===== config.mk =====
export PLATFORM = sky130hd
export DESIGN_NAME = rgb_trapezoid_fade_sequencer_flat
export DESIGN_NICKNAME = d
export VERILOG_FILES = /design/src/rtl/rtf_pkg.sv /design/src/rtl/rtf_if.sv /design/src/rtl/rgb_trapezoid_fade_sequencer.sv /design/src/rtl/rtf_cfg_regs.sv /design/src/rtl/rtf_sequencer.sv /design/src/rtl/rtf_scaler.sv /design/src/flat_wrapper.sv
export VERILOG_INCLUDE_DIRS = /design/src /design/src/rtl
export SDC_FILE = /design/constraint.sdc
export NUM_CORES = 1
export LEC_CHECK = 0
export BUFFER_PORTS_ARGS = -buffer_cell sky130_fd_sc_hd__buf_2
export CAP_MARGIN = 5
export CORE_UTILIZATION = 25
export DETAILED_ROUTE_END_ITERATION = 8
export GPL_TIMING_DRIVEN = 0
export MAX_ROUTING_LAYER = met4
export PLACE_DENSITY = 0.37
export SLEW_MARGIN = 30
export SYNTH_ARGS = -nofsm -noshare
export SYNTH_HDL_FRONTEND = slang
export SYNTH_HIERARCHICAL = 1
export SYNTH_SLANG_ARGS = --single-unit

===== constraint.sdc =====
create_clock -name i_clk -period 9.8 [get_ports i_clk]
set_input_delay 1.47 -clock i_clk [delete_from_list [all_inputs] [get_ports i_clk]]
set_output_delay 1.47 -clock i_clk [all_outputs]
set_load 0.005 [all_outputs]

===== src/rtl/rgb_trapezoid_fade_sequencer_macros.svh =====
// ----------------------------------------------------------------------------
// Assertion macros
// Shared concurrent assertion forms for the fade sequencer blocks.
// ----------------------------------------------------------------------------
`ifndef RGB_TRAPEZOID_FADE_SEQUENCER_MACROS_SVH
`define RGB_TRAPEZOID_FADE_SEQUENCER_MACROS_SVH

// same-cycle implication, checked out of reset
`define RTF_ASSERT_IMP(lbl, clk, rst_n, ante, cons) \
    lbl: assert property (@(posedge clk) disable iff (!rst_n) (ante) |-> (cons)) \
        else $error("rtf assertion failed");

// next-cycle implication, checked out of reset
`define RTF_ASSERT_NXT(lbl, clk, rst_n, ante, cons) \
    lbl: assert property (@(posedge clk) disable iff (!rst_n) (ante) |=> (cons)) \
        else $error("rtf assertion failed");

`endif


===== src/rtl/rtf_pkg.sv =====
// ----------------------------------------------------------------------------
// rtf_pkg
// Types, constants and register codes of the RGB trapezoid fade sequencer.
// ----------------------------------------------------------------------------
package rtf_pkg;

    localparam int RAMP_TICKS    = 1000;
    localparam int HOLD_TICKS    = 1000;

    localparam int FULL_LEVEL    = 255;
    localparam int TRAPEZOID_LEN = 3000;
    localparam int PERIOD_RESET  = 6000;

    localparam int COLOR_W    = 8;
    localparam int LEVEL_W    = 8;
    localparam int PERIOD_W   = 16;
    localparam int TICKS_W    = 16;
    localparam int CFG_IDX_W  = 4;
    localparam int CFG_DATA_W = 16;

    localparam int REM_W      = (RAMP_TICKS > 1) ? $clog2(RAMP_TICKS) : 1;
    localparam int LEVEL_STEP = FULL_LEVEL / RAMP_TICKS;
    localparam int LEVEL_FRAC = FULL_LEVEL % RAMP_TICKS;

    localparam logic [CFG_IDX_W-1:0] CFG_RED    = CFG_IDX_W'(0);
    localparam logic [CFG_IDX_W-1:0] CFG_GREEN  = CFG_IDX_W'(1);
    localparam logic [CFG_IDX_W-1:0] CFG_BLUE   = CFG_IDX_W'(2);
    localparam logic [CFG_IDX_W-1:0] CFG_PERIOD = CFG_IDX_W'(3);

    typedef enum logic [1:0] {
        PH_RISE = 2'd0,
        PH_HOLD = 2'd1,
        PH_FALL = 2'd2,
        PH_OFF  = 2'd3
    } t_phase;

    typedef struct packed {
        logic [LEVEL_W-1:0] level;
        t_phase             phase;
    } t_seq_state;

    typedef struct packed {
        logic [COLOR_W-1:0]  red;
        logic [COLOR_W-1:0]  green;
        logic [COLOR_W-1:0]  blue;
        logic [PERIOD_W-1:0] period;
    } t_cfg;

endpackage


===== src/rtl/rtf_if.sv =====
// ----------------------------------------------------------------------------
// rtf interfaces
// Valid/ready channels for tick words, duty words and register writes.
// ----------------------------------------------------------------------------
interface rtf_tick_if;
    logic valid;
    logic ready;
    logic tick;

    modport source (output valid, output tick, input ready);
    modport sink   (input valid, input tick, output ready);
endinterface

interface rtf_duty_if;
    import rtf_pkg::*;

    logic               valid;
    logic               ready;
    logic [COLOR_W-1:0] red_duty;
    logic [COLOR_W-1:0] green_duty;
    logic [COLOR_W-1:0] blue_duty;
    logic [LEVEL_W-1:0] brightness;
    logic [1:0]         fade_phase;

    modport source (output valid, output red_duty, output green_duty, output blue_duty,
                    output brightness, output fade_phase, input ready);
    modport sink   (input valid, input red_duty, input green_duty, input blue_duty,
                    input brightness, input fade_phase, output ready);
endinterface

interface rtf_cfg_if;
    import rtf_pkg::*;

    logic                  valid;
    logic                  ready;
    logic [CFG_IDX_W-1:0]  index;
    logic [CFG_DATA_W-1:0] data;

    modport source (output valid, output index, output data, input ready);
    modport sink   (input valid, input index, input data, output ready);
endinterface


===== src/rtl/rgb_trapezoid_fade_sequencer.sv =====
// ----------------------------------------------------------------------------
// rgb_trapezoid_fade_sequencer
// Trapezoidal RGB breathing fade: one duty word per millisecond tick word.
// ----------------------------------------------------------------------------
// One tick word is taken every clock cycle unless the output stalls, and yields
// exactly one duty word: the sequencer stage updates the phase sequencer
// registers (phase, tick count, running ramp quotient and level), then the
// scaler stage scales the three colors by level/255 into the output register.
// A tick of 0 reports the current state without advancing. The pace is one
// word per cycle while the output is not stalled; a stalled output holds one
// word in the output register and one in the sequencer stage before the tick
// side is held off. Register writes (red, green, blue, cycle period) are meant
// for idle times; a period below 3000 is stored as 3000.
`include "rgb_trapezoid_fade_sequencer_macros.svh"

module rgb_trapezoid_fade_sequencer (
    input  logic        i_clk,
    input  logic        i_rst_n,
    rtf_tick_if.sink    i_tick,
    rtf_cfg_if.sink     i_cfg,
    rtf_duty_if.source  o_duty
);
    import rtf_pkg::*;

    t_cfg       cfg;
    t_seq_state seq_state;

    logic r_s1_valid;
    logic n_s1_valid;
    logic r_out_valid;
    logic n_out_valid;
    logic s1_adv;
    logic in_acc;

    assign s1_adv       = !r_out_valid || o_duty.ready;
    assign i_tick.ready = !r_s1_valid || s1_adv;
    assign in_acc       = i_tick.valid && i_tick.ready;
    assign o_duty.valid = r_out_valid;

    always_comb begin
        n_s1_valid  = r_s1_valid;
        n_out_valid = r_out_valid;
        if (s1_adv) begin
            n_out_valid = r_s1_valid;
            n_s1_valid  = 1'b0;
        end
        if (in_acc) begin
            n_s1_valid = 1'b1;
        end
    end

    always_ff @(posedge i_clk) begin
        if (!i_rst_n) begin
            r_s1_valid  <= 1'b0;
            r_out_valid <= 1'b0;
        end else begin
            r_s1_valid  <= n_s1_valid;
            r_out_valid <= n_out_valid;
        end
    end

    rtf_cfg_regs u_cfg_regs (
        .i_clk   (i_clk),
        .i_rst_n (i_rst_n),
        .i_cfg   (i_cfg),
        .o_cfg   (cfg)
    );

    rtf_sequencer u_sequencer (
        .i_clk    (i_clk),
        .i_rst_n  (i_rst_n),
        .i_adv    (in_acc && i_tick.tick),
        .i_period (cfg.period),
        .o_state  (seq_state)
    );

    rtf_scaler u_scaler (
        .i_clk        (i_clk),
        .i_load       (r_s1_valid && s1_adv),
        .i_state      (seq_state),
        .i_cfg        (cfg),
        .o_red_duty   (o_duty.red_duty),
        .o_green_duty (o_duty.green_duty),
        .o_blue_duty  (o_duty.blue_duty),
        .o_brightness (o_duty.brightness),
        .o_fade_phase (o_duty.fade_phase)
    );

    `RTF_ASSERT_IMP(a_full_stall, i_clk, i_rst_n, r_s1_valid && r_out_valid && !o_duty.ready, !i_tick.ready)
    `RTF_ASSERT_NXT(a_s1_moves, i_clk, i_rst_n, r_s1_valid && s1_adv, r_out_valid)

endmodule


===== src/rtl/rtf_cfg_regs.sv =====
// ----------------------------------------------------------------------------
// rtf_cfg_regs
// Color and period registers; period writes are clamped to the trapezoid length.
// ----------------------------------------------------------------------------
module rtf_cfg_regs (
    input  logic           i_clk,
    input  logic           i_rst_n,
    rtf_cfg_if.sink        i_cfg,
    output rtf_pkg::t_cfg  o_cfg
);
    import rtf_pkg::*;

    t_cfg r_cfg;
    t_cfg n_cfg;

    assign i_cfg.ready = 1'b1;
    assign o_cfg       = r_cfg;

    always_comb begin
        n_cfg = r_cfg;
        if (i_cfg.valid) begin
            unique case (i_cfg.index)
                CFG_RED:    n_cfg.red   = i_cfg.data[COLOR_W-1:0];
                CFG_GREEN:  n_cfg.green = i_cfg.data[COLOR_W-1:0];
                CFG_BLUE:   n_cfg.blue  = i_cfg.data[COLOR_W-1:0];
                CFG_PERIOD: begin
                    if (i_cfg.data[PERIOD_W-1:0] < PERIOD_W'(TRAPEZOID_LEN)) begin
                        n_cfg.period = PERIOD_W'(TRAPEZOID_LEN);
                    end else begin
                        n_cfg.period = i_cfg.data[PERIOD_W-1:0];
                    end
                end
                default: n_cfg = r_cfg;
            endcase
        end
    end

    always_ff @(posedge i_clk) begin
        if (!i_rst_n) begin
            r_cfg.red    <= '0;
            r_cfg.green  <= '0;
            r_cfg.blue   <= '0;
            r_cfg.period <= PERIOD_W'(PERIOD_RESET);
        end else begin
            r_cfg <= n_cfg;
        end
    end

endmodule


===== src/rtl/rtf_sequencer.sv =====
// ----------------------------------------------------------------------------
// rtf_sequencer
// Rise, hold, fall and off phase machine with a running ramp quotient.
// ----------------------------------------------------------------------------
`include "rgb_trapezoid_fade_sequencer_macros.svh"

module rtf_sequencer (
    input  logic                           i_clk,
    input  logic                           i_rst_n,
    input  logic                           i_adv,
    input  logic [rtf_pkg::PERIOD_W-1:0]   i_period,
    output rtf_pkg::t_seq_state            o_state
);
    import rtf_pkg::*;

    t_phase               r_phase;
    t_phase               n_phase;
    logic [TICKS_W-1:0]   r_ticks;
    logic [TICKS_W-1:0]   n_ticks;
    logic [LEVEL_W-1:0]   r_quo;
    logic [LEVEL_W-1:0]   n_quo;
    logic [REM_W-1:0]     r_rem;
    logic [REM_W-1:0]     n_rem;
    logic [LEVEL_W-1:0]   r_level;
    logic [LEVEL_W-1:0]   n_level;

    logic [TICKS_W-1:0]   ticks_inc;
    logic [REM_W:0]       rem_sum;
    logic                 rem_carry;
    logic [REM_W:0]       rem_next;
    logic [LEVEL_W:0]     quo_sum;
    logic [PERIOD_W-1:0]  off_len;

    assign o_state.level = r_level;
    assign o_state.phase = r_phase;

    always_comb begin
        ticks_inc = r_ticks + TICKS_W'(1);
        rem_sum   = {1'b0, r_rem} + (REM_W+1)'(LEVEL_FRAC);
        rem_carry = rem_sum >= (REM_W+1)'(RAMP_TICKS);
        rem_next  = rem_carry ? rem_sum - (REM_W+1)'(RAMP_TICKS) : rem_sum;
        quo_sum   = {1'b0, r_quo} + (LEVEL_W+1)'(LEVEL_STEP) + (LEVEL_W+1)'(rem_carry);
        off_len   = i_period - PERIOD_W'(TRAPEZOID_LEN);

        n_phase = r_phase;
        n_ticks = r_ticks;
        n_quo   = r_quo;
        n_rem   = r_rem;
        n_level = r_level;

        if (i_adv) begin
            n_ticks = ticks_inc;
            unique case (r_phase)
                PH_RISE: begin
                    n_quo   = quo_sum[LEVEL_W-1:0];
                    n_rem   = rem_next[REM_W-1:0];
                    n_level = quo_sum[LEVEL_W-1:0];
                    if (ticks_inc >= TICKS_W'(RAMP_TICKS)) begin
                        n_level = LEVEL_W'(FULL_LEVEL);
                        n_phase = PH_HOLD;
                        n_ticks = '0;
                        n_quo   = '0;
                        n_rem   = '0;
                    end
                end
                PH_HOLD: begin
                    n_level = LEVEL_W'(FULL_LEVEL);
                    if (ticks_inc >= TICKS_W'(HOLD_TICKS)) begin
                        n_phase = PH_FALL;
                        n_ticks = '0;
                    end
                end
                PH_FALL: begin
                    n_quo   = quo_sum[LEVEL_W-1:0];
                    n_rem   = rem_next[REM_W-1:0];
                    n_level = LEVEL_W'(FULL_LEVEL) - quo_sum[LEVEL_W-1:0];
                    if (ticks_inc >= TICKS_W'(RAMP_TICKS)) begin
                        n_level = '0;
                        n_phase = PH_OFF;
                        n_ticks = '0;
                        n_quo   = '0;
                        n_rem   = '0;
                    end
                end
                PH_OFF: begin
                    n_level = '0;
                    if (ticks_inc >= off_len) begin
                        n_phase = PH_RISE;
                        n_ticks = '0;
                    end
                end
            endcase
        end
    end

    always_ff @(posedge i_clk) begin
        if (!i_rst_n) begin
            r_phase <= PH_RISE;
            r_ticks <= '0;
            r_quo   <= '0;
            r_rem   <= '0;
            r_level <= '0;
        end else begin
            r_phase <= n_phase;
            r_ticks <= n_ticks;
            r_quo   <= n_quo;
            r_rem   <= n_rem;
            r_level <= n_level;
        end
    end

    `RTF_ASSERT_IMP(a_hold_full, i_clk, i_rst_n, r_phase == PH_HOLD, r_level == LEVEL_W'(FULL_LEVEL))
    `RTF_ASSERT_IMP(a_off_dark, i_clk, i_rst_n, r_phase == PH_OFF, r_level == '0 && r_quo == '0)
    `RTF_ASSERT_NXT(a_idle_hold, i_clk, i_rst_n, !i_adv, $stable(r_phase) && $stable(r_ticks))

endmodule


===== src/rtl/rtf_scaler.sv =====
// ----------------------------------------------------------------------------
// rtf_scaler
// Scale each color by level/255 and hold the result word.
// ----------------------------------------------------------------------------
module rtf_scaler (
    input  logic                          i_clk,
    input  logic                          i_load,
    input  rtf_pkg::t_seq_state           i_state,
    input  rtf_pkg::t_cfg                 i_cfg,
    output logic [rtf_pkg::COLOR_W-1:0]   o_red_duty,
    output logic [rtf_pkg::COLOR_W-1:0]   o_green_duty,
    output logic [rtf_pkg::COLOR_W-1:0]   o_blue_duty,
    output logic [rtf_pkg::LEVEL_W-1:0]   o_brightness,
    output logic [1:0]                    o_fade_phase
);
    import rtf_pkg::*;

    // floor(c * l / 255) exact for any 8-bit pair
    function automatic logic [COLOR_W-1:0] scale_color(
        input logic [COLOR_W-1:0] color,
        input logic [LEVEL_W-1:0] level
    );
        logic [COLOR_W+LEVEL_W-1:0] prod;
        logic [COLOR_W+LEVEL_W:0]   acc;
        prod = color * level;
        acc  = {1'b0, prod} + (COLOR_W+LEVEL_W+1)'(prod[COLOR_W+LEVEL_W-1:LEVEL_W])
             + (COLOR_W+LEVEL_W+1)'(1);
        return acc[COLOR_W+LEVEL_W-1:LEVEL_W];
    endfunction

    logic [COLOR_W-1:0] r_red_duty;
    logic [COLOR_W-1:0] r_green_duty;
    logic [COLOR_W-1:0] r_blue_duty;
    logic [LEVEL_W-1:0] r_brightness;
    t_phase             r_fade_phase;

    always_ff @(posedge i_clk) begin
        if (i_load) begin
            r_red_duty   <= scale_color(i_cfg.red, i_state.level);
            r_green_duty <= scale_color(i_cfg.green, i_state.level);
            r_blue_duty  <= scale_color(i_cfg.blue, i_state.level);
            r_brightness <= i_state.level;
            r_fade_phase <= i_state.phase;
        end
    end

    assign o_red_duty   = r_red_duty;
    assign o_green_duty = r_green_duty;
    assign o_blue_duty  = r_blue_duty;
    assign o_brightness = r_brightness;
    assign o_fade_phase = r_fade_phase;

endmodule

===== src/flat_wrapper.sv =====
// flat-port wrapper written by rule: the top's interface ports become plain ports
module rgb_trapezoid_fade_sequencer_flat import rtf_pkg::*;
  (i_clk, i_rst_n, i_tick_valid, i_tick_tick, i_tick_ready, i_cfg_valid, i_cfg_index, i_cfg_data, i_cfg_ready, o_duty_valid, o_duty_red_duty, o_duty_green_duty, o_duty_blue_duty, o_duty_brightness, o_duty_fade_phase, o_duty_ready);
  rtf_tick_if i_tick_i ();
  rtf_cfg_if i_cfg_i ();
  rtf_duty_if o_duty_i ();
  input  logic i_clk;
  input  logic i_rst_n;
  input wire logic [$bits(i_tick_i.valid)-1:0] i_tick_valid;
  input wire logic [$bits(i_tick_i.tick)-1:0] i_tick_tick;
  output wire logic [$bits(i_tick_i.ready)-1:0] i_tick_ready;
  input wire logic [$bits(i_cfg_i.valid)-1:0] i_cfg_valid;
  input wire logic [$bits(i_cfg_i.index)-1:0] i_cfg_index;
  input wire logic [$bits(i_cfg_i.data)-1:0] i_cfg_data;
  output wire logic [$bits(i_cfg_i.ready)-1:0] i_cfg_ready;
  output wire logic [$bits(o_duty_i.valid)-1:0] o_duty_valid;
  output wire logic [$bits(o_duty_i.red_duty)-1:0] o_duty_red_duty;
  output wire logic [$bits(o_duty_i.green_duty)-1:0] o_duty_green_duty;
  output wire logic [$bits(o_duty_i.blue_duty)-1:0] o_duty_blue_duty;
  output wire logic [$bits(o_duty_i.brightness)-1:0] o_duty_brightness;
  output wire logic [$bits(o_duty_i.fade_phase)-1:0] o_duty_fade_phase;
  input wire logic [$bits(o_duty_i.ready)-1:0] o_duty_ready;
  assign i_tick_i.valid = i_tick_valid;
  assign i_tick_i.tick = i_tick_tick;
  assign i_tick_ready = i_tick_i.ready;
  assign i_cfg_i.valid = i_cfg_valid;
  assign i_cfg_i.index = i_cfg_index;
  assign i_cfg_i.data = i_cfg_data;
  assign i_cfg_ready = i_cfg_i.ready;
  assign o_duty_valid = o_duty_i.valid;
  assign o_duty_red_duty = o_duty_i.red_duty;
  assign o_duty_green_duty = o_duty_i.green_duty;
  assign o_duty_blue_duty = o_duty_i.blue_duty;
  assign o_duty_brightness = o_duty_i.brightness;
  assign o_duty_fade_phase = o_duty_i.fade_phase;
  assign o_duty_i.ready = o_duty_ready;
  rgb_trapezoid_fade_sequencer u_core (.i_clk(i_clk), .i_rst_n(i_rst_n), .i_tick(i_tick_i), .i_cfg(i_cfg_i), .o_duty(o_duty_i));
endmodule

# Word-level counts from Yosys, hierarchy flattened
# Cells that the tools add are included.
dict set report word_totals {
  rom_bits 0
  ff_bits 120
  output_inout_bits 37
  latchBits 0
  memories 0
  elab_cells 80
  inputBits 26
  mem_bits_rw 0
}
dict set report classes {
  order_cmp 4
  n_div 0
  reduce_logical 18
  multipliers 3
  n_shift 0
  muxes 17
  bitwise_logic 0
  addsub 12
  n_eq_ne 10
}
# cell count
set op_table {}
lappend op_table {{$add A16 B1 Y16 const B} 4}
lappend op_table {{$add A16 B8 Y16} 3}
lappend op_table {{$mul A8 B8 Y16} 3}
lappend op_table {{$mux W16} 3}
lappend op_table {{$pmux W16 S2} 1}
lappend op_table {{$pmux W8 S4} 1}
lappend op_table {{$mux W8} 3}
lappend op_table {{$mux W10} 2}
lappend op_table {{$ge A16 B10 Y1 const B} 1}
lappend op_table {{$ge A16 B16 Y1} 1}
lappend op_table {{$lt A16 B12 Y1 const B} 1}
lappend op_table {{$sub A16 B12 Y16 const B} 1}
lappend op_table {{$add A10 B8 Y11 const B} 1}
lappend op_table {{$ge A11 B10 Y1 const B} 1}
lappend op_table {{$reduce_and A2 Y1} 5}
lappend op_table {{$sub A10 B10 Y10 const B} 1}
lappend op_table {{$add A8 B1 Y8} 1}
lappend op_table {{$eq A4 B2 Y1 const B} 2}
lappend op_table {{$mux W2} 4}
lappend op_table {{$ne A2 B2 Y1 const B} 4}
lappend op_table {{$pmux W2 S4} 1}
lappend op_table {{$sub A8 B8 Y8 const A} 1}
lappend op_table {{$reduce_and A5 Y1} 1}
lappend op_table {{$eq A2 B2 Y1 const B} 2}
lappend op_table {{other kinds (11)} 16}

# Longest topological paths before layout
dict set report logic_depth {
  word_depth 6
  depth_mapped 25
  depth_no_buf 24
}

# By module
# Netlist, hierarchy kept.
# mod seq_area_each_um2 area_per_inst_um2 cells_each n_inst
set by_module_without_submodules {}
lappend by_module_without_submodules {rtf_scaler 1021.0 8708.4 947 1}
lappend by_module_without_submodules {rtf_sequencer 880.8 3540.9 447 1}
lappend by_module_without_submodules {rtf_cfg_regs 800.8 1659.1 190 1}
lappend by_module_without_submodules {rgb_trapezoid_fade_sequencer 40.0 98.8 9 1}

# Worst setup path after synthesis
# No wires, ideal clock.
dict set report synth_path {
  kind {register to register}
  startpoint {reg u_core.u_sequencer.r_level[7]}
  endpoint {reg u_core.u_scaler.r_red_duty[2], in the netlist u_core/u_scaler/o_red_duty[2] (data pin)}
  path_slack_ps 3675
  t_arrival_ps 5854
  path_buffers 1
  t_required_ps 9529
  period_less_slack_ps 6125
  setup_ps 271
  stages_incl_launch_ff 25
  cell_sequence {dfxtp_1 -> clkbuf_1 -> nand2_1 -> fa_1 -> fa_1 -> inv_1 -> fa_1 -> inv_1 -> fa_1 -> inv_1 -> ha_1 -> and2_1 -> a221o_1 -> o21ai_1 -> mux2i_1 -> nand2_1 -> ha_1 -> and2_1 -> nand3_1 -> nand2_1 -> a31oi_1 -> o21ai_1 -> a2111oi_2 -> nor4_1 -> xor2_1}
}
dict set report synth_via {
  elab_chain_len 3
}
# item line_no
set synth_lines {}
lappend synth_lines {{start, declared} rtf_sequencer.sv:24} ;# logic [LEVEL_W-1:0] r_level;
lappend synth_lines {{start signal, assigned} rtf_sequencer.sv:108} ;# r_level <= n_level;
lappend synth_lines {{$mul A8 B8 Y16} rtf_scaler.sv:25} ;# prod = color * level;
lappend synth_lines {{$add A16 B8 Y16} rtf_scaler.sv:26} ;# acc = {1'b0, prod} + (COLOR_W+LEVEL_W+1)'(prod[COLOR_W+LEVEL_W-1:LEVEL_W])
lappend synth_lines {{$add A16 B1 Y16} rtf_scaler.sv:27} ;# + (COLOR_W+LEVEL_W+1)'(1);
lappend synth_lines {{end signal, assigned} rtf_scaler.sv:39} ;# r_red_duty <= scale_color(i_cfg.red, i_state.level);
lappend synth_lines {{end, declared} rtf_scaler.sv:31} ;# logic [COLOR_W-1:0] r_red_duty;
# Every way passes these cells.
# A chain may end at the register's enable or synchronous reset.

# Worst setup path after layout
dict set report layout_path {
  startpoint {reg u_core.u_sequencer.r_level[2]}
  endpoint {reg u_core.u_scaler.r_red_duty[4], in the netlist u_core/u_scaler/o_red_duty[4] (data pin)}
}
# The elaborated chain is that of the path after synthesis.

==> results.toml <==
[status]
status = "finished, final reports clean"

[cts]
clk_pin_slew_worst_paths_ns = 0.07
cts-root-buf = "clkbuf_16"
htreeDepth = 4
cts_buffer_depth = 2
cts_resized = 0
clock_sinks = 120
hold_buffers = 0
post_cts_buffers = 0
clock_latency_ns = 0.49
cts_buffers = 17
tritoncts = "built"

[yosys]
yosys-top-cells-area = "fa_1, ha_1, dfxtp_1"
syn-cell-area_mm2 = 0.0140
synthArstFlopShare_pct = 0
ys_ff_latch = 120
synth_top_cell_area_share_pct = 15.4
synth_edf_count = 34
syn_nets = 1880
synth_cell_types = 108
postSynthCellCount = 1593
syn_avg_cell_area_um2 = 8.79
yosysWarnings = 6
ys_seq_area_share_pct = 19.6
yosysTopAreaCell = "fa_1"
synth_flop_cell = "dfxtp_1"

[grt]
grt_pass1_vias = 11500
grt_pass1_wl_um = 64300
grt_use_total_pct = 15.1
overflow = 0
grt_start_max_net_pins = 17
antenna_found_initial = 0

[setup_path]
critical_path_buf_inv_count = 4
reg2reg_depth = 24
worstSetupEndpointType = "flip-flop"
cp_data_required_time_ns = 10.01
cpPeakStageDelay_ns = 0.73
crit_family = "adder cells"
crit_slowest_cell = "dfxtp_1"
worstPathCellList = "clkbuf_1, nand2_1, fa_1, fa_1, inv_1, fa_1, inv_1, fa_1, inv_1, ha_1, and2_1, a221o_1, o21ai_1, mux2i_1, nand2_1, ha_1, and2_1, nand3_1, nand2_1, a31oi_1, o21ai_1, a2111oi_2, nor3_1, xor2_1"
crit_cells = 24
crit_path_start_kind = "flip-flop"
criticalPathCategory = "flip-flop to flip-flop"
arrival_ns = 7.39
cp_common_cell = "fa_1"
path_max_fanout = 10

[detailed_routing]
num_vias = 11300
dr.pass1.iters = 5
drt_iter0_markers = 461
wl_per_cell_um = 16.4
viasPerCell = 4.66
ant_nets = 0
routed_wirelength_um = 39900
drc = 0

[hold_path]
hold_path.class = "flip-flop to flip-flop"
whs_path_depth = 2

[cells_and_area]
final_cell_mix = "inv_1, and2_1, ha_1"
layout_commonest_cell = "inv_1"
utilization_pct = 28.7
multiInputGateArea_mm2 = 0.0102
areaGrowthSynthToFinish_pct = 13.2
final-seq-area_mm2 = 0.00274
num_antenna_cells = 0
nFillCells = 5945
drive_above_1_share_pct = 9.96
final_nets = 1962

[sta]
timing_max_transition_violations_final = 0
hold_viol = 0
rsz0062_at_grt = "false"
slew_headroom_pct = 50.2
timing.final.crit_share_pct = 73.3
final.setup.tns_ns = 0
period_needed_ns = 7.18
tightest_slew_ns = 0.728
fin_skew_ns = 0.0224
fin_ws_ns = 2.62
achievable-frequency_mhz = 139
setup-violations-final = 0

[power]
power.density_mw_per_mm2 = 82.6
peakVddDrop_v = 0.000117
p_leak_uw = 0.00748

[place]
dp_hpwl_um = 31400
post-place-ws_ns = 2.59
gp_congestion = 0.792
io_buffers = 61

[die]
die_h_um = 239
fp.dieW_um = 239
initial_core_util_pct = 25.4
coreArea_mm2 = 0.0552
rows = 86
die_area_mm2 = 0.0570
io_pins = 63

[run]
maxCapViolations = 0
## worst reg2reg max path, cell delays in order (launching register included)
cell and delay, ns:
dfxtp_1 0.73, clkbuf_1 0.53, nand2_1 0.14, fa_1 0.48, fa_1 0.49, inv_1 0.06, fa_1 0.53, inv_1 0.06
fa_1 0.52, inv_1 0.04, ha_1 0.33, and2_1 0.19, a221o_1 0.32, o21ai_1 0.31, mux2i_1 0.27, nand2_1 0.13
ha_1 0.32, and2_1 0.16, nand3_1 0.08, nand2_1 0.06, a31oi_1 0.13, o21ai_1 0.16, a2111oi_2 0.57, nor3_1 0.13
xor2_1 0.17
## kinds of logic (layout without fill, tap and decap cells)
family	after synthesis	in the layout	synth area share, %
AND/OR/NAND/NOR	523	523	21.1
other	1	1	0.0268
AO/OA/AOI/OAI	323	323	16.0
buffers and inverters	263	357	7.69
flip-flops	120	120	19.6
XOR/XNOR	92	92	5.75
adder cells (fa/ha/maj)	262	262	29.2
multiplexers	9	9	0.652
## Yosys cell counts, drive strengths merged (6+ instances only)
library cell,count
a21oi,92
or4,6
o31ai,9
a211o,6
nand3,67
a211oi,12
a21o,19
dfxtp,86
ha,153
inv,197
and2,173
o21a,6
a2111oi,6
fa,108
nor2b,7
xnor2,55
edfxtp,34
clkbuf,40
buf,24
nor4,17
and3,16
nand3b,7
a31oi,15
nand2,113
mux2i,8
xor2,37
nor3,24
o211ai,8
o21ai,74
nand4,14
nor2,49
a22o,8
## worst paths after layout
kind | start | endpoint | slack, ns
max reg2reg | u_core/u_sequencer/r_level[2] | u_core/u_scaler/o_red_duty[4] | 2.62
max | u_core/u_sequencer/r_level[2] | u_core/u_scaler/o_red_duty[4] | 2.62
min reg2reg | u_core/u_sequencer/r_quo[6] | u_core/u_sequencer/r_quo[6] | 0.45
min | u_core/u_sequencer/r_quo[6] | u_core/u_sequencer/r_quo[6] | 0.45
## per-layer routing
| metal | up-vias | part of all wire, % | global-route usage [%] |
|---|---|---|---|
| met5 | - | 0 | - |
| met4 | 0 | 1.3 | 4.20 |
| met3 | 33 | 2.6 | 2.42 |
| met2 | 127 | 47 | 24.0 |
| met1 | 5514 | 49 | 19.7 |
| li1 | 5668 | - | - |
## final cells by class
type | instances | area share (%)
Inverter | 199 | 4.71
Clock buffer | 18 | 2.84
Timing Repair Buffer | 63 | 2.27
Clock inverter | 13 | 0.600
Tap cell | 748 | 5.90
Multi-Input combinational cell | 1210 | 64.3
Buffer | 64 | 2.08
Sequential cell | 120 | 17.3
## sequential cells by signal, summed over array words and instances (netlist names)
register	count
u_core/u_cfg_regs/o_cfg	40
u_core/u_sequencer/r_ticks	16
u_core/u_sequencer/r_rem	10
u_core/u_scaler/o_blue_duty	8
u_core/u_scaler/o_brightness	8
u_core/u_scaler/o_green_duty	8
u_core/u_scaler/o_red_duty	8
u_core/u_sequencer/r_level	8
u_core/u_sequencer/r_quo	8
u_core/u_scaler/o_fade_phase	2
u_core/u_sequencer/r_phase	2
u_core/o_duty.valid	1
u_core/r_s1_valid	1
## power by group
group / internal [µW] / leakage [µW] / switching [µW]
sequential: 523 / 0.00103 / 15.9
combinational: 57.7 / 0.00618 / 91.9
clock: 337 / 0.000272 / 285
## metrics by stage
| stage | cell area (µm²) | std cells | total power (µW) | hold WS (ns) |
|---|---|---|---|---|
| 3_5_place_dp | 15300 | 2404 | 700 | 0.448 |
| 4_1_cts | 15900 | 2435 | 1340 | 0.459 |
| 3_3_place_gp | 15200 | 2402 | 697 | 0.443 |
| 2_1_floorplan | 14000 | 1593 | 642 | 0.432 |
| 5_1_grt | 15900 | 2435 | 1370 | 0.485 |
| 6_report | 15900 | 2435 | 1310 | 0.454 |
No activity file was read; power rests on OpenSTA's default activity.
